$ cat src/rtl/core/chm_pkg.sv
// Shared types and codes of the chained hash child map.
// No dependencies.
package chm_pkg;

  localparam int OPCODE_W = 2;
  localparam int KEY_W    = 8;
  localparam int HANDLE_W = 16;
  localparam int STATUS_W = 2;
  localparam int COUNT_W  = 9;

  typedef logic [OPCODE_W-1:0] opcode_t;
  typedef logic [STATUS_W-1:0] status_t;

  localparam opcode_t OP_INSERT  = 2'd0;
  localparam opcode_t OP_REMOVE  = 2'd1;
  localparam opcode_t OP_LOOKUP  = 2'd2;
  localparam opcode_t OP_REPLACE = 2'd3;

  localparam status_t ST_OK        = 2'd0;
  localparam status_t ST_NOT_FOUND = 2'd1;
  localparam status_t ST_FULL      = 2'd2;

endpackage

$ cat src/rtl/core/chm_bucket_div.sv
// Bucket index unit: key mod NUM_BUCKETS by reciprocal multiply, then multiply-back and subtract.
// Two registered steps after start; bucket holds until the next start. Depends on chm_pkg.
module chm_bucket_div #(
  parameter int NUM_BUCKETS = 64
) (
  input  logic                                                  clk,
  input  logic                                                  rst_n,
  input  logic                                                  start,
  input  logic [chm_pkg::KEY_W-1:0]                             key,
  output logic                                                  done,
  output logic [((NUM_BUCKETS > 1) ? $clog2(NUM_BUCKETS) : 1)-1:0] bucket
);

  localparam int BKT_W  = (NUM_BUCKETS > 1) ? $clog2(NUM_BUCKETS) : 1;
  localparam int KW     = chm_pkg::KEY_W;
  localparam int RSH    = 2 * KW;
  localparam int PROD_W = KW + RSH;
  // ceil(2^RSH / N) gives the exact quotient for every key while N <= 2^KW
  localparam logic [PROD_W-1:0] RECIP =
    PROD_W'(((1 << RSH) + NUM_BUCKETS - 1) / NUM_BUCKETS);
  localparam logic [KW:0] DIVISOR = (KW + 1)'(NUM_BUCKETS);

  logic              quo_step_r, quo_step_nxt;
  logic              rem_step_r, rem_step_nxt;
  logic              done_r, done_nxt;
  logic [KW-1:0]     key_r, key_nxt;
  logic [KW-1:0]     quo_r, quo_nxt;
  logic [KW-1:0]     rem_r, rem_nxt;
  logic [PROD_W-1:0] prod;
  logic [KW:0]       back;

  assign prod = PROD_W'(key_r) * RECIP;
  // quotient times divisor never exceeds the key, so KW+1 bits hold it
  assign back = (KW + 1)'(quo_r) * DIVISOR;

  always_comb begin
    quo_step_nxt = 1'b0;
    rem_step_nxt = 1'b0;
    done_nxt     = 1'b0;
    key_nxt      = key_r;
    quo_nxt      = quo_r;
    rem_nxt      = rem_r;
    if (start) begin
      key_nxt      = key;
      quo_step_nxt = 1'b1;
    end else if (quo_step_r) begin
      quo_nxt      = KW'(prod >> RSH);
      rem_step_nxt = 1'b1;
    end else if (rem_step_r) begin
      rem_nxt  = KW'({1'b0, key_r} - back);
      done_nxt = 1'b1;
    end
  end

  always_ff @(posedge clk) begin
    if (!rst_n) begin
      quo_step_r <= 1'b0;
      rem_step_r <= 1'b0;
      done_r     <= 1'b0;
    end else begin
      quo_step_r <= quo_step_nxt;
      rem_step_r <= rem_step_nxt;
      done_r     <= done_nxt;
    end
  end

  always_ff @(posedge clk) begin
    key_r <= key_nxt;
    quo_r <= quo_nxt;
    rem_r <= rem_nxt;
  end

  assign done   = done_r;
  assign bucket = rem_r[BKT_W-1:0];

endmodule

$ cat config.mk
export PLATFORM = sky130hd
export DESIGN_NAME = chm_bucket_div
export DESIGN_NICKNAME = d
export VERILOG_FILES = /design/src/rtl/core/chm_pkg.sv /design/src/rtl/core/chm_bucket_div.sv
export SDC_FILE = /design/constraint.sdc
export NUM_CORES = 1
export LEC_CHECK = 0
export BUFFER_PORTS_ARGS = -buffer_cell sky130_fd_sc_hd__buf_4
export CAP_MARGIN = 25
export CORE_MARGIN = 2
export CORE_UTILIZATION = 31
export CTS_CLUSTER_DIAMETER = 100
export CTS_CLUSTER_SIZE = 10
export DETAILED_ROUTE_END_ITERATION = 10
export SYNTH_ARGS = -nofsm -noshare
export SYNTH_HDL_FRONTEND = slang
export SYNTH_SLANG_ARGS = --single-unit
export TNS_END_PERCENT = 30
$ cat constraint.sdc
create_clock -name clk -period 2.3 [get_ports clk]
set_input_delay 0.46 -clock clk [delete_from_list [all_inputs] [get_ports clk]]
set_output_delay 0.46 -clock clk [all_outputs]
set_load 0.05 [all_outputs]
* Yosys cells after proc, flatten, opt, wreduce, memory -nomap -nowiden *
Cells that the tools add are included.
Widths: inputs -> output; s select.

storage, ports and cells
  bits in latches = 0
  bits in read-only memories = 0
  RAM bits = 0
  word-level logic and storage cells = 15
  flip-flop bits (word level) = 15
  output and inout port bits = 7
  memories = 0
  input port bits = 11

cells by class
  eq/ne operators = 0
  divide/modulo/power cells = 0
  add/subtract/negate cells = 1
  magnitude comparators = 0
  reductions and logical operators = 3
  $mul = 0
  mux-type cells = 3
  bitwise logic cells = 3
  shifts and indexed selects = 0

operators by type and width
  operator             count
  $sub 6x1->6 const B  1
  $mux 1               3
  $not 1->1            3
  $reduce_and 3->1     1
  $reduce_or 3->1      1
  $reduce_or 2->1      1

* Depth between registers and ports, before layout *
  word-level depth = 2
  mapped depth = 1
  mapped depth without buffers = 1

* Least setup slack after synthesis *
OpenSTA, ideal clock, no wires.

  path kind = input to register
  start = in start
  end = reg rem_r[0] (enable)
  required time = 1.922 ns
  arrival = 0.996 ns
  library setup time = 0.378 ns
  slack = 0.925 ns
  path buffers = 0
  cell stages on the path = 1
  cells stage by stage = nor3b_1

on the way
  cells in the longest elaborated chain, start to end = 2

RTL lines
  item                        RTL line              source
  start: declaration          chm_bucket_div.sv:8   input logic start,
  $not 1->1 (no line)         n/a
  $reduce_and 3->1 (no line)  n/a
  end signal: assignment      chm_bucket_div.sv:70  rem_r <= rem_nxt;
  end: declaration            chm_bucket_div.sv:28  logic [KW-1:0] rem_r, rem_nxt;

Every way passes these cells.
A chain may end at the register's enable or synchronous reset.

* Final worst setup path *
  start = reg rem_r[4]
  end = out bucket[4] (netlist bit)

RTL lines
  item              RTL line              source
  end: declaration  chm_bucket_div.sv:11  output logic [((NUM_BUCKETS > 1) ? $clog2(NUM_BUCKETS) : 1)-1:0] bucket

No word-level cell between the ends.

==> run_summary.xml <==
<?xml version="1.0" encoding="UTF-8"?>
<metrics>
  <group name="run_status">
    <metric name="status" unit="">finished, final reports clean</metric>
  </group>
  <group name="worst_setup_path">
    <metric name="cp-end-kind" unit="">output pin</metric>
    <metric name="critical_path.startpoint_type" unit="">register</metric>
    <metric name="crit_type" unit="">reg2out</metric>
    <metric name="critPathTopFamily" unit="">flip-flops</metric>
    <metric name="crit_path_max_fanout" unit="">1</metric>
    <metric name="cell_chain_of_the_critical_path" unit="">buf_4</metric>
    <metric name="arr_time_crit_path" unit="ns">0.84</metric>
    <metric name="crit_buf_inv" unit="">1</metric>
    <metric name="required" unit="ns">1.84</metric>
    <metric name="critical_path.max_stage_delay" unit="ns">0.37</metric>
    <metric name="critical_path_cell_with_the_highest_stage_delay" unit="">edfxtp_1</metric>
  </group>
  <group name="global_route">
    <metric name="grt_max_degree" unit="">11</metric>
    <metric name="first_pass_grt_wire_length" unit="um">938</metric>
    <metric name="track_usage" unit="%">7.498</metric>
    <metric name="first_global_vias" unit="">229</metric>
    <metric name="grt_antenna_before_repair" unit="">0</metric>
    <metric name="globalRoute.totalOverflow" unit="">0</metric>
  </group>
  <group name="timing">
    <metric name="setup_tns" unit="ns">0</metric>
    <metric name="final.period_utilization" unit="%">56.31</metric>
    <metric name="max_clock_freq" unit="GHz">0.7721</metric>
    <metric name="final.min_clock_period" unit="ns">1.295</metric>
    <metric name="worst_clock_skew" unit="ns">0.001726</metric>
    <metric name="grt_setup_unrepaired" unit="">no</metric>
    <metric name="report.final.hold_viol_count" unit="">0</metric>
    <metric name="finalMaxSlewViolations" unit="">0</metric>
    <metric name="setup_viol" unit="">0</metric>
    <metric name="slew_headroom" unit="%">88.79</metric>
    <metric name="tightestPinTransition" unit="ns">0.1678</metric>
  </group>
  <group name="layout">
    <metric name="area.growth.synth_to_final" unit="%">36.07</metric>
    <metric name="antenna_cells_inserted" unit="">0</metric>
    <metric name="final_layout_size_suffix_gt1_share" unit="%">56.41</metric>
    <metric name="finish.utilization" unit="%">46.72</metric>
    <metric name="final_layout_net_count" unit="">51</metric>
  </group>
  <group name="logic_synthesis">
    <metric name="synth-seq-area-share" unit="%">91.80</metric>
    <metric name="synth_top_area_share" unit="%">78.69</metric>
    <metric name="synth_flop_cell" unit="">edfxtp_1</metric>
    <metric name="synth_nets" unit="">30</metric>
    <metric name="synth_enable_flop_cells" unit="">12</metric>
    <metric name="post-synth-top-count-cell" unit="">edfxtp_1</metric>
    <metric name="synthCells" unit="">19</metric>
    <metric name="synth_area" unit="sq um">457.9</metric>
    <metric name="synthesis.yosys.warnings" unit="">0</metric>
    <metric name="yosysUniqueCellTypes" unit="">6</metric>
    <metric name="synth.ff_latch_count" unit="">15</metric>
    <metric name="post_synth_most_frequent_cells" unit="">edfxtp_1, dfxtp_1</metric>
    <metric name="share_of_flip_flops_with_an_asynchronous_set_or_reset" unit="%">0</metric>
    <metric name="synth_area_leaders" unit="">edfxtp_1, dfxtp_1, and4bb_2</metric>
    <metric name="syn_area_per_cell" unit="sq um">24.10</metric>
    <metric name="netlist.top_cell.by_area" unit="">edfxtp_1</metric>
  </group>
  <group name="pwr">
    <metric name="relative_contribution_of_combinational_cells_to_total_power" unit="%">4.6</metric>
    <metric name="switching_share" unit="%">18.07</metric>
    <metric name="power_frac_clock" unit="%">29.7</metric>
    <metric name="power.sequential.fraction" unit="%">65.7</metric>
    <metric name="power.static_leakage" unit="nW">0.2457</metric>
    <metric name="p_int" unit="mW">0.3843</metric>
    <metric name="ir_drop" unit="mV">0.2927</metric>
    <metric name="power_density" unit="nW/um^2">752.8</metric>
    <metric name="p_switching" unit="mW">0.08476</metric>
  </group>
  <group name="route">
    <metric name="firstDrtPassIters" unit="">2</metric>
    <metric name="routed-via-count" unit="">231</metric>
    <metric name="first_iter_violations" unit="">2</metric>
    <metric name="detail-route-antenna-nets" unit="">0</metric>
    <metric name="vias_per_cell" unit="">4.278</metric>
    <metric name="detail_route.wl_per_cell" unit="um">10.89</metric>
    <metric name="drt-total-wl" unit="um">588</metric>
    <metric name="drc_errors" unit="">0</metric>
  </group>
  <group name="die">
    <metric name="ios" unit="">18</metric>
    <metric name="floorplan.die_area" unit="sq um">1801</metric>
    <metric name="rows" unit="">13</metric>
    <metric name="floorplan.core_area" unit="sq um">1334</metric>
    <metric name="initial_core_utilization" unit="%">34.33</metric>
    <metric name="chipHeight" unit="um">42.44</metric>
    <metric name="floorplan.die.width" unit="um">42.44</metric>
  </group>
  <group name="placed_design">
    <metric name="finalWeightedCongestion" unit="">0.6011</metric>
    <metric name="io_buffer_count" unit="">15</metric>
  </group>
  <group name="flow_run">
    <metric name="cap_violations" unit="">0</metric>
  </group>
  <group name="worst_hold_path">
    <metric name="timing.hold.worst.class" unit="">in2reg</metric>
  </group>
  <group name="cts">
    <metric name="post_cts.repair.setup_buffers" unit="">0</metric>
    <metric name="clk_transition_reported_paths" unit="ns">0.08</metric>
    <metric name="worst_skew_pair.late_latency" unit="ns">0.27</metric>
    <metric name="cts-hold-fix-buffers" unit="">0</metric>
    <metric name="clock_sink_count" unit="">15</metric>
    <metric name="cts.root.buffer_cell" unit="">clkbuf_4</metric>
    <metric name="clockBufferDepth" unit="">2</metric>
    <metric name="cts-buffers-inserted" unit="">3</metric>
    <metric name="tritoncts_clock_tree" unit="">built</metric>
    <metric name="post_cts_resize_count" unit="">0</metric>
    <metric name="cts.htree.levels" unit="">1</metric>
  </group>
</metrics>
-- registers in the layout, indices dropped and copies added (netlist names) --
register and flops:
rem_r 6, done 1, key_r 6, quo_step_r 1
rem_step_r 1
-- kinds of logic after synthesis --
| kind of cell | Yosys count | share of synthesized area [%] |
|---|---|---|
| and+or+nand+nor | 4 | 8.198 |
| DFF | 15 | 91.80 |
-- power groups by stage --
| stage | clock (mW) | sequential, mW | combinational, mW |
|---|---|---|---|
| finish | 0.139 | 0.308 | 0.0215 |
| global route | 0.160 | 0.309 | 0.0227 |
| CTS | 0.144 | 0.308 | 0.0218 |
| detailed placement | 0 | 0.315 | 0.0217 |
| global placement | 0 | 0.314 | 0.0207 |
| floorplan | 0 | 0.318 | 0.00241 |
-- cell usage in the layout (no fill, tap or decap), drive strengths merged --
master,count
nor3b,1
clkbuf,4
and3b,1
edfxtp,12
buf,16
dfxtp,3
and2,1
and4bb,1
-- final timing paths --
path	from	to	slack, ns	cells after the start
max	rem_r[4]	bucket[4]	1.00	1
min	key[1]	key_r[1]	0.36	1
max reg2reg	rem_step_r	rem_r[4]	1.33	2
min reg2reg	key_r[1]	rem_r[1]	0.42	0
-- stage by stage --
stage	power (mW)	setup WS (ns)	cell area, sq um	hold slack (ns)	cells
final	0.4691	1.005	623.1	0.3632	54
after global routing	0.4917	0.9500	623.1	0.3413	54
after CTS	0.4740	0.9886	623.1	0.3557	54
after detailed placement	0.3362	1.010	596.8	0.4045	50
after global placement	0.3346	1.017	596.8	0.4039	50
after floorplan	0.3201	0.9254	457.9	0.4003	19
-- cell type report --
cell class	instances	area, sq um
fill	131	710.7
sequential	15	420.4
timing repair buffer	16	120.1
multi-input combinational	4	37.54
clock buffer	4	26.28
tap	15	18.77
-- metal layers --
layer	global-route usage [%]	wire, um
met2	12.31	307
met4	5.625	0
met5	0	0
met3	3.017	52
met1	7.500	228
No activity file was read; power rests on OpenSTA's default activity.
