==> src/rtl/core/chm_ram.sv <==
// Generic single-write, single-read RAM with registered read data.
// No dependencies.
module chm_ram #(
  parameter int WIDTH = 8,
  parameter int DEPTH = 16
) (
  input  logic                                          clk,
  input  logic                                          we,
  input  logic [((DEPTH > 1) ? $clog2(DEPTH) : 1)-1:0] waddr,
  input  logic [WIDTH-1:0]                              wdata,
  input  logic                                          re,
  input  logic [((DEPTH > 1) ? $clog2(DEPTH) : 1)-1:0] raddr,
  output logic [WIDTH-1:0]                              rdata
);

  logic [WIDTH-1:0] mem [DEPTH];
  logic [WIDTH-1:0] rdata_r;

  always_ff @(posedge clk) begin
    if (we) begin
      mem[waddr] <= wdata;
    end
    if (re) begin
      rdata_r <= mem[raddr];
    end
  end

  assign rdata = rdata_r;

endmodule

==> config.mk <==
export PLATFORM = sky130hd
export DESIGN_NAME = chm_ram
export DESIGN_NICKNAME = d
export VERILOG_FILES = /design/src/rtl/core/chm_ram.sv
export SDC_FILE = /design/constraint.sdc
export NUM_CORES = 1
export LEC_CHECK = 0
export ABC_CLOCK_PERIOD_IN_PS = 2000
export BUFFER_PORTS_ARGS = -buffer_cell sky130_fd_sc_hd__buf_2
export CAP_MARGIN = 20
export CORE_ASPECT_RATIO = 1.5
export CORE_MARGIN = 1.5
export CORE_UTILIZATION = 60
export DETAILED_ROUTE_END_ITERATION = 7
export GPL_TIMING_DRIVEN = 1
export HOLD_SLACK_MARGIN = 0.02
export PLACE_DENSITY = 0.87
export SLEW_MARGIN = 0
export SYNTH_ARGS = -nofsm -noshare
export SYNTH_HDL_FRONTEND = slang
export SYNTH_SLANG_ARGS = --single-unit
==> constraint.sdc <==
create_clock -name clk -period 2 [get_ports clk]
set_input_delay 0.2 -clock clk [delete_from_list [all_inputs] [get_ports clk]]
set_output_delay 0.2 -clock clk [all_outputs]
set_load 0.05 [all_outputs]
Word level (Yosys, flattened, before mapping)
Memories as Yosys holds them, arrays and structs flattened. A register that Yosys moved wholly into a read port is not among the register bits.
Cells that the tools add are included.
{ "op_classes": {"shift": 0, "n_reduce_logical": 0, "eq_ne": 0, "n_mul": 0, "mux": 2, "order_cmp": 0, "add_sub_neg": 0, "n_bitwise": 0, "n_div": 0} }
{ "op_table": {"columns": ["operator", "count"], "rows": [
  ["$mux 1", 2]
]} }
{ "totals": {"mem_bits_ro": 0, "latchBits": 0, "ram_bits": 128, "input_bits": 19, "memories": 1, "reg_bits": 0, "output_inout_bits": 8, "word_cells": 3} }
{ "memory_table": {"columns": ["name", "words", "word_bits", "read_ports", "rd_clocked_by_memory_dff", "write_ports", "line_no", "rtl"], "rows": [
  ["mem", 16, 8, 1, 1, 1, "16", "logic [WIDTH-1:0] mem [DEPTH];"]
]} }

Logic depth before layout (Yosys ltp)
Gate-level depths: netlist of the first run.
{ "logic_depth": {"ltp_word": 2, "depth_mapped": 5, "depth_no_buf": 3} }

Worst setup path before layout of the first run
Ideal clock, no wire load.
{ "synth_path": {"path_kind": "input to register", "from": "in waddr[2] (netlist name)", "to": "mem mem[0][0] (enable)", "t_arrival_ns": 1.310, "cell_stages": 2, "n_path_buf": 0, "setup_time_ns": 0.383, "slack_ns": 0.307, "required_ns": 1.617, "cell_sequence": "or3b_2 nor3_1"} }
{ "synth_lines": {"columns": ["element", "line_no", "rtl"], "rows": [
  ["from (decl)", "9", "input logic [((DEPTH > 1) ? $clog2(DEPTH) : 1)-1:0] waddr,"],
  ["to (decl)", "16", null]
]} }
Straight into the memory's write port.

==> metrics.yaml, run 1 <==
die:
  initial_utilization_pct: 62.1
  die_y_um: 117
  core_region_area_sq_um: 8410
  floorplan.die.width_um: 79.2
  ioPinCount: 27
  rows: 41
  total_die_area_sq_um: 9290
power:
  p_sw_share_pct: 20.2
  internal-power_uw: 5280
  power_per_cell_area_nw_per_um2: 1070
  irDropWorstVdd_uv: 910
  combPwrFrac_pct: 5.1
  seqPwrFrac_pct: 48.9
  power.static_leakage_uw: 0.00211
  power.switching_uw: 1340
  total_power_uw: 6610
  p_clk_share_pct: 46.0
place:
  numPortBuffers: 26
  place_area_sq_um: 5600
  dp.final_hpwl_um: 6220
  place.gp.congestion: 0.790
global_routing:
  grt_pass1_vias: 2686
  grt_pass1_wl_um: 15600
  grt_max_degree: 33
  number_of_antenna_violations_at_the_first_check_in_global_routing: 0
  globalRoute.totalOverflow: 0
  grt_use_total_pct: 24.8
synthesis:
  number_of_flops_mapped_to_enable_cells_by_yosys: 136
  syn-mean-instance-area_sq_um: 22.8
  post_synthesis_sequential_area_ratio_pct: 78.1
  synth_cells: 229
  seq_cells_post_synth: 136
  syn_area_sq_um: 5230
  synth-async-reset-ratio_pct: 0
  syn-num-nets: 248
  ys.flop_type: "edfxtp_1"
  synth.distinct_cells: 18
  yosysWarnings: 0
timing:
  max_freq_mhz: 628
  final-setup-viol-count: 0
  timing_hold_violations_final: 0
  post-route-min-period_ns: 1.59
  layout_worst_path_cycle_share_pct: 79.7
  timing_max_transition_violations_final: 0
  worst_hold_slack_across_all_endpoints_ns: 0.164
  totalNegativeSetupSlack_ns: 0
  slew_headroom_pct: 51.9
  worstMarginPinSlew_ns: 0.719
  finalClockSkew_ns: 0.00554
  rsz_0062_raised_after_global_routing: "no"
finish:
  drive_gt1_share_pct: 31.8
  flow.area_growth_from_synthesis_pct: 18.3
  antenna_cells: 0
  design.final.nets: 305
  final_area_sq_um: 6180
  layout.filler_cells: 468
  final_core_util_pct: 73.5
clock_network:
  cts_tree: "done"
  ctsHtreeMaxLevel: 4
  cts-buffers-inserted: 17
  cts.sink_count: 136
  holdBufCountCts: 0
  post_cts.repair.setup_buffers: 0
  worstSkewPairLatency_ns: 0.41
  ctsResizeCount: 0
  cts.clk_slew.worst_paths_ns: 0.06
  ctsRootBufferMaster: "clkbuf_16"
  clockBufferDepth: 2
worst_setup_path:
  critical_path.top_delay_family: "multiplexers"
  reg2reg_from: "mem[2][3]$_DFFE_PP_"
  timing.reg2reg.setup_slack_ns: 0.41
  crit_path_start: "mem[2][3]$_DFFE_PP_"
  crit_chain: "mux4_1, a22oi_1, nand2_1"
  critical_path.n_buffers_inverters: 0
  worstReg2RegEnd: "rdata[3]$_DFFE_PP_"
  crit_path_top_delay_cell: "mux4_1"
  cp.required_ns: 2.16
  start_kind: "flip-flop"
  crit_type: "reg2reg"
  worst_setup_path_end_kind: "flip-flop"
  cp_slowest_stage_delay_ns: 0.55
  worst_r2r_path_depth: 3
  cp_max_fo: 1
  critical_path_arrival_ns: 1.75
route:
  routed-via-count: 2567
  wl_per_cell_um: 25.2
  postRouteWirelength_um: 10200
  drcViolationCount: 0
  post_drt_via_cell_ratio: 6.32
  postRouteAntennaNets: 0
  drt-initial-drc-count: 267
  drt_pre_antenna_iters: 5
min_path:
  hold_start: "re"
  hold_crit_endpoint: "rdata[4]$_DFFE_PP_"
  hold_depth: 1
  timing.hold.worst.class: "in2reg"
outcome:
  outcome: "completed"
job:
  drv.max_cap_violation_count: 0
-- final cells by class --
cell class	instances	area [sq um]	area share (%)
Clock inverter	14	158	2.55
Clock buffer	18	429	6.94
Multi-Input combinational cell	83	1060	17.1
Tap cell	107	134	2.17
Timing Repair Buffer	48	320	5.18
Sequential cell	136	4080	66.1
-- cell usage after synthesis (2+ instances only) --
cell | instances | area [sq um]
edfxtp_1 | 136 | 4080
mux4_2 | 18 | 405
a22oi_1 | 16 | 120
mux4_1 | 14 | 368
nor2_1 | 13 | 48.8
nand2_1 | 9 | 33.8
nor3_1 | 4 | 20.0
buf_2 | 3 | 15.0
buf_6 | 3 | 33.8
clkdlybuf4s25_2 | 3 | 30.0
nand2b_1 | 2 | 12.5
nand3b_1 | 2 | 15.0
-- flip-flops by register name, summed over array words and instances (netlist names) --
name   cells
mem      128
rdata      8
-- stage by stage --
| step | setup slack, ns | instances |
|---|---|---|
| floorplan | 0.307 | 229 |
| global placement | 0.202 | 374 |
| detailed placement | 0.168 | 374 |
| CTS | 0.397 | 406 |
| global route | 0.381 | 406 |
| finish | 0.407 | 406 |
-- worst max-delay path by stage --
stage / to / slack (ns) / cells past startpoint
after CTS: rdata[3]$_DFFE_PP_ / 0.40 / 3
after floorplan: mem[0][0]$_DFFE_PP_ / 0.31 / 2
after detailed placement: rdata[1]$_DFFE_PP_ / 0.17 / 5
final: rdata[3]$_DFFE_PP_ / 0.41 / 3
after global routing: rdata[3]$_DFFE_PP_ / 0.38 / 3
after global placement: rdata[1]$_DFFE_PP_ / 0.20 / 5
-- logic make-up after synthesis --
logic type,count (synthesis),share of synthesized area (%)
flip-flops,136,78.1
AO/OA/AOI/OAI,16,2.30
multiplexers,32,14.8
buffers and inverters,10,1.65
AND/OR/NAND/NOR,35,3.14
-- layout by cell type, fill, tap and decap left out, types with 4 or more instances in the layout --
| cell type | count |
|---|---|
| buf_4 | 20 |
| nor2_1 | 13 |
| nand2_1 | 9 |
| nor3_1 | 4 |
| mux4_2 | 18 |
| edfxtp_1 | 136 |
| a22oi_1 | 16 |
| buf_2 | 26 |
| mux4_1 | 14 |
| clkbuf_16 | 17 |
| clkinvlp_4 | 5 |
-- power by group through the flow --
stage | Combinational [uW] | Clock [uW] | Sequential (uW)
after global placement | 324 | 0 | 3290
after floorplan | 162 | 0 | 3330
after detailed placement | 337 | 0 | 3290
after CTS | 342 | 3070 | 3230
final | 338 | 3040 | 3230
after global routing | 361 | 3190 | 3240
-- layer usage --
layer	wire, um	GRT usage (%)	part of all wire (%)
met5	0	0	0
met3	651	6.54	6.4
met4	225	11.0	2.2
met1	3770	31.5	37
met2	5600	40.1	55
Power figures use the tool's default switching activity.
==> run 2: changes to the inputs <==
- ABC_CLOCK_PERIOD_IN_PS: 2000 -> 1600
- clock period: 2 -> 1.6 ns (I/O delays scaled with it)
==> run 2 against run 1 <==
Against the previous run:
- maximum frequency is 6.0% higher
- via count is 1.2% higher
- die area stayed put
- register-to-register slack lost 0.31 ns
- total power grew 26%
- clock power up 25%
- worst setup slack got worse by 0.31 ns
- worst hold slack got worse by 0.062 ns
- cell area increased by 1.5%
- sequential share of layout area is 0.96 points lower
- global-route usage up 1.5 points
- critical endpoint is now rdata[1]$_DFFE_PP_
- largest cell class unchanged
- largest power group unchanged
==> metrics.yaml, run 2 (synthesis gave the netlist of run 1 again) <==
route:
  post_drt_via_cell_ratio: 6.34
  wl_per_cell_um: 26.3
  drcViolationCount: 0
  postRouteAntennaNets: 0
  postRouteWirelength_um: 10800
  drt-initial-drc-count: 301
  routed-via-count: 2599
  drt_pre_antenna_iters: 5
finish:
  most-common-layout-cells: "edfxtp_1 (136), buf_2 (26), buf_4 (21), mux4_2 (18), clkbuf_16 (17)"
  flow.area_growth_from_synthesis_pct: 20.0
  design.final.nets: 310
  drive_gt1_share_pct: 33.7
  final_core_util_pct: 74.6
  regMostFlops: "mem"
  largest_register_ff_count: 128
  antenna_cells: 0
  layout_commonest_cell: "edfxtp_1"
power:
  p_sw_share_pct: 20.3
  power.switching_uw: 1690
  seqPwrFrac_pct: 48.6
  internal-power_uw: 6620
  power_per_cell_area_nw_per_um2: 1320
  p_clk_share_pct: 45.9
  combPwrFrac_pct: 5.5
  power.static_leakage_uw: 0.00215
  irDropWorstVdd_uv: 1010
die:
  total_die_area_sq_um: 9290
  core_region_area_sq_um: 8410
  rows: 41
  initial_utilization_pct: 62.1
  die_y_um: 117
  floorplan.die.width_um: 79.2
  ioPinCount: 27
worst_setup_path:
  start_kind: "flip-flop"
  cp_max_fo: 1
  critical_path_arrival_ns: 1.65
  crit_path_top_delay_cell: "mux4_1"
  crit_type: "reg2reg"
  cp.required_ns: 1.75
  worst_setup_path_end_kind: "flip-flop"
  cp_slowest_stage_delay_ns: 0.54
  crit_chain: "mux4_1, a22oi_1, nand2_1"
timing:
  final-setup-viol-count: 0
  rsz_0062_raised_after_global_routing: "no"
  totalNegativeSetupSlack_ns: 0
  max_freq_mhz: 665
  slew_headroom_pct: 73.9
  finalClockSkew_ns: 0.00611
  worst_slack_ns: 0.0970
  post-route-min-period_ns: 1.50
  layout_worst_path_cycle_share_pct: 93.9
  timing_hold_violations_final: 0
  worstMarginPinSlew_ns: 0.392
  worst_hold_slack_across_all_endpoints_ns: 0.103
  timing_max_transition_violations_final: 0
global_routing:
  grt_pass1_vias: 2653
  grt_pass1_wl_um: 16400
  grt_max_degree: 17
  globalRoute.totalOverflow: 0
  number_of_antenna_violations_at_the_first_check_in_global_routing: 0
  grt_use_total_pct: 26.3
clock_network:
  holdBufCountCts: 0
  cts_tree: "done"
  worstSkewPairLatency_ns: 0.41
  cts.sink_count: 136
  clockBufferDepth: 2
  cts.clk_slew.worst_paths_ns: 0.06
  ctsHtreeMaxLevel: 4
  ctsResizeCount: 0
  post_cts.repair.setup_buffers: 0
  cts-buffers-inserted: 17
  ctsRootBufferMaster: "clkbuf_16"
place:
  dp.final_hpwl_um: 6650
  numPortBuffers: 26
  place.gp.congestion: 0.754
  preCtsSetupSlack_ns: -0.0981
min_path:
  timing.hold.worst.class: "in2reg"
job:
  drv.max_cap_violation_count: 0
outcome:
  outcome: "completed"
## run 2: final timing paths
kind                                      startpoint  slack (ns)  cells past startpoint                 end
worst max register to register   mem[9][1]$_DFFE_PP_         0.1                      3  rdata[1]$_DFFE_PP_
worst min register to register  mem[14][7]$_DFFE_PP_        0.75                      3  rdata[7]$_DFFE_PP_
worst min-delay path                              re        0.10                      1  rdata[0]$_DFFE_PP_
worst max-delay path             mem[9][1]$_DFFE_PP_         0.1                      3  rdata[1]$_DFFE_PP_
## run 2: area by class of cell
cell class              instances  area [sq um]
multi-input cells              83          1060
flip-flops and latches        136          4080
clock buffers                  18           429
clock inverters                13           156
fillers                       464          2140
repair buffers                 53           408
well taps                     107           134
## run 2: metal layers
layer  GRT usage [%]  vias up  part of all wire (%)
met3            7.00       32                   7.7
met2            40.5      155                    52
met1            34.4     1311                    37
met4            13.6        0                   3.6
met5               0        -                     0
li1                -     1101                     -
## run 2: critical path: cells and delay by family (launching register included)
kind	cells	cell delay (ns)
mux	1	0.54
flops	1	0.36
compound gates	1	0.23
simple gates	1	0.10
## run 2: through the flow
stage          power, uW  instances  cell area [sq um]
3_3_place_gp        4530        379               5690
3_5_place_dp        4560        379               5690
6_report            8310        410               6270
4_1_cts             8350        410               6270
2_1_floorplan       4370        229               5230
5_1_grt             8510        410               6270
## run 2: power groups by stage
stage | Sequential [uW] | Clock [uW] | Combinational [uW]
detailed placement | 4110 | 0 | 449
global route | 4040 | 3980 | 484
CTS | 4040 | 3850 | 457
global placement | 4100 | 0 | 432
floorplan | 4170 | 0 | 203
finish | 4040 | 3810 | 455
==> run 3: changes to the inputs <==
- SETUP_SLACK_MARGIN: default -> 0.2
==> run 3 against run 2 <==
Against the previous run:
- worst hold slack better by 0.016 ns
- global-route usage down 1.9 points
- die area unchanged
- combinational power down 4.6%
- sequential power about the same
- clock skew down 0.0022 ns
- total power up 1.5%
- routed wire length down 6.7%
- critical path type unchanged
- largest cell class unchanged
- highest routed layer unchanged
==> metrics.yaml, run 3 (synthesis gave the netlist of run 1 again) <==
outcome:
  outcome: "completed"
finish:
  largest_register_ff_count: 128
  final_area_sq_um: 6190
  layout_commonest_cell: "edfxtp_1"
  final_cell_count_no_fill: 406
  drive_gt1_share_pct: 36.5
  antenna_cells: 0
  regMostFlops: "mem"
  most-common-layout-cells: "edfxtp_1 (136), mux4_2 (27), buf_2 (26), buf_4 (20), clkbuf_16 (17)"
  flow.area_growth_from_synthesis_pct: 18.3
  design.final.nets: 305
route:
  drt-initial-drc-count: 252
  post_drt_via_cell_ratio: 6.40
  drcViolationCount: 0
  drt_pre_antenna_iters: 5
  routed-via-count: 2597
  postRouteWirelength_um: 10100
  wl_per_cell_um: 24.8
  postRouteAntennaNets: 0
clock_network:
  ctsRootBufferMaster: "clkbuf_16"
  holdBufCountCts: 0
  clockBufferDepth: 2
  ctsHtreeMaxLevel: 4
  cts.clk_slew.worst_paths_ns: 0.06
  worstSkewPairLatency_ns: 0.41
  cts.sink_count: 136
  cts-buffers-inserted: 17
  cts_tree: "done"
timing:
  final-setup-viol-count: 0
  timing_max_transition_violations_final: 0
  max_freq_mhz: 688
  rsz_0062_raised_after_global_routing: "yes"
  timing_hold_violations_final: 0
  slew_headroom_pct: 69.5
  worstMarginPinSlew_ns: 0.457
  finalClockSkew_ns: 0.00394
  post-route-min-period_ns: 1.45
  layout_worst_path_cycle_share_pct: 90.8
worst_setup_path:
  cp_max_fo: 1
  timing.reg2reg.setup_slack_ns: 0.15
  cp.required_ns: 1.76
  crit_chain: "mux4_2, a22oi_1, nand2_1"
  critical_path_arrival_ns: 1.61
  start_kind: "flip-flop"
  worst_r2r_path_depth: 3
  cp_slowest_stage_delay_ns: 0.46
  reg2reg_from: "mem[10][6]$_DFFE_PP_"
  critical_path.endpoint: "rdata[6]$_DFFE_PP_"
  worstReg2RegEnd: "rdata[6]$_DFFE_PP_"
  worst_setup_path_end_kind: "flip-flop"
  crit_path_top_delay_cell: "mux4_2"
  crit_path_start: "mem[10][6]$_DFFE_PP_"
  crit_type: "reg2reg"
die:
  initial_utilization_pct: 62.1
  rows: 41
  ioPinCount: 27
  die_y_um: 117
  floorplan.die.width_um: 79.2
  total_die_area_sq_um: 9290
  core_region_area_sq_um: 8410
min_path:
  timing.hold.worst.class: "in2reg"
global_routing:
  grt_pass1_vias: 2668
  globalRoute.totalOverflow: 0
  number_of_antenna_violations_at_the_first_check_in_global_routing: 0
  grt-busiest-layer: "met2"
  grt_pass1_wl_um: 15500
  grtUsageMet3_pct: 7.24
  global_route.usage.met1_pct: 32.2
  use_met2_pct: 37.3
  grt_use_total_pct: 24.4
  grt_max_degree: 33
place:
  place.gp.congestion: 0.868
  cells_after_dpl: 374
  dp.final_hpwl_um: 6240
  numPortBuffers: 26
  place_area_sq_um: 5570
power:
  irDropWorstVdd_uv: 1000
  power.static_leakage_uw: 0.00209
  power_per_cell_area_nw_per_um2: 1360
job:
  drv.max_cap_violation_count: 0
run 3: cell types whose count changed in the layout (fill, tap and decap cells not counted):
cell and delta:
a22oi_1 -2, bufinv_16 +1, clkbuf_1 -1, clkinv_4 -1, clkinv_1 +1, mux4_1 -9
buf_4 -1, clkinvlp_4 -1, clkinv_2 +2, a22oi_2 +2, buf_12 -4, mux4_2 +9
run 3: metrics by stage:
step | power (uW) | utilization [%] | hold WS [ns] | setup TNS, ns | setup slack [ns]
5_1_grt | 8690 | 73.5 | 0.103 | 0 | 0.0936
6_report | 8430 | 73.5 | 0.118 | 0 | 0.147
3_5_place_dp | 4540 | 66.3 | 0.541 | -0.481 | -0.101
2_1_floorplan | 4380 | - | 0.259 | 0 | 0.174
4_1_cts | 8480 | 73.5 | 0.110 | 0 | 0.144
3_3_place_gp | 4520 | 66.3 | 0.527 | -0.172 | -0.0677
run 3: routing by layer:
metal	vias to the layer above	part of all wire (%)	wire length, um
met2	153	52	5230
met3	20	7.0	703
met4	0	2.4	244
met5	-	0	0
li1	1086	-	-
met1	1338	39	3880
run 3: how the worst min path moves through the flow:
stage | depth (start not counted) | to | startpoint | slack, ns
global route | 1 | rdata[5]$_DFFE_PP_ | re | 0.10
detailed placement | 1 | rdata[5]$_DFFE_PP_ | re | 0.54
CTS | 1 | rdata[6]$_DFFE_PP_ | re | 0.11
floorplan | 0 | mem[0][0]$_DFFE_PP_ | wdata[0] | 0.26
global placement | 1 | mem[1][0]$_DFFE_PP_ | wdata[0] | 0.53
finish | 1 | rdata[6]$_DFFE_PP_ | re | 0.12
run 3: what timing repair did:
action | 4_1_cts | 5_1_grt
pin swaps | 2 | 0
setup endpoints to repair | 8 | 8
setup buffers | 0 | 0
hold endpoints to repair | 0 | 0
resized for setup | 4 | 0
run 3: final cells by class:
cell class	instances	area, sq um
sequential	136	4080
fill	491	2230
multi-input combinational	83	1040
clock buffer	17	425
timing repair buffer	48	320
clock inverter	15	184
tap	107	134
run 3: worst max-delay path, delay by kind of cell, from the launching register on:
kind            cells  cell delay [ns]
compound gates      1             0.27
flops               1             0.39
mux                 1             0.46
simple gates        1             0.08
run 3: power by group:
| part | switching (uW) | internal, uW |
|---|---|---|
| clock | 1380 | 2580 |
| sequential | 23.0 | 4020 |
| combinational | 269 | 165 |
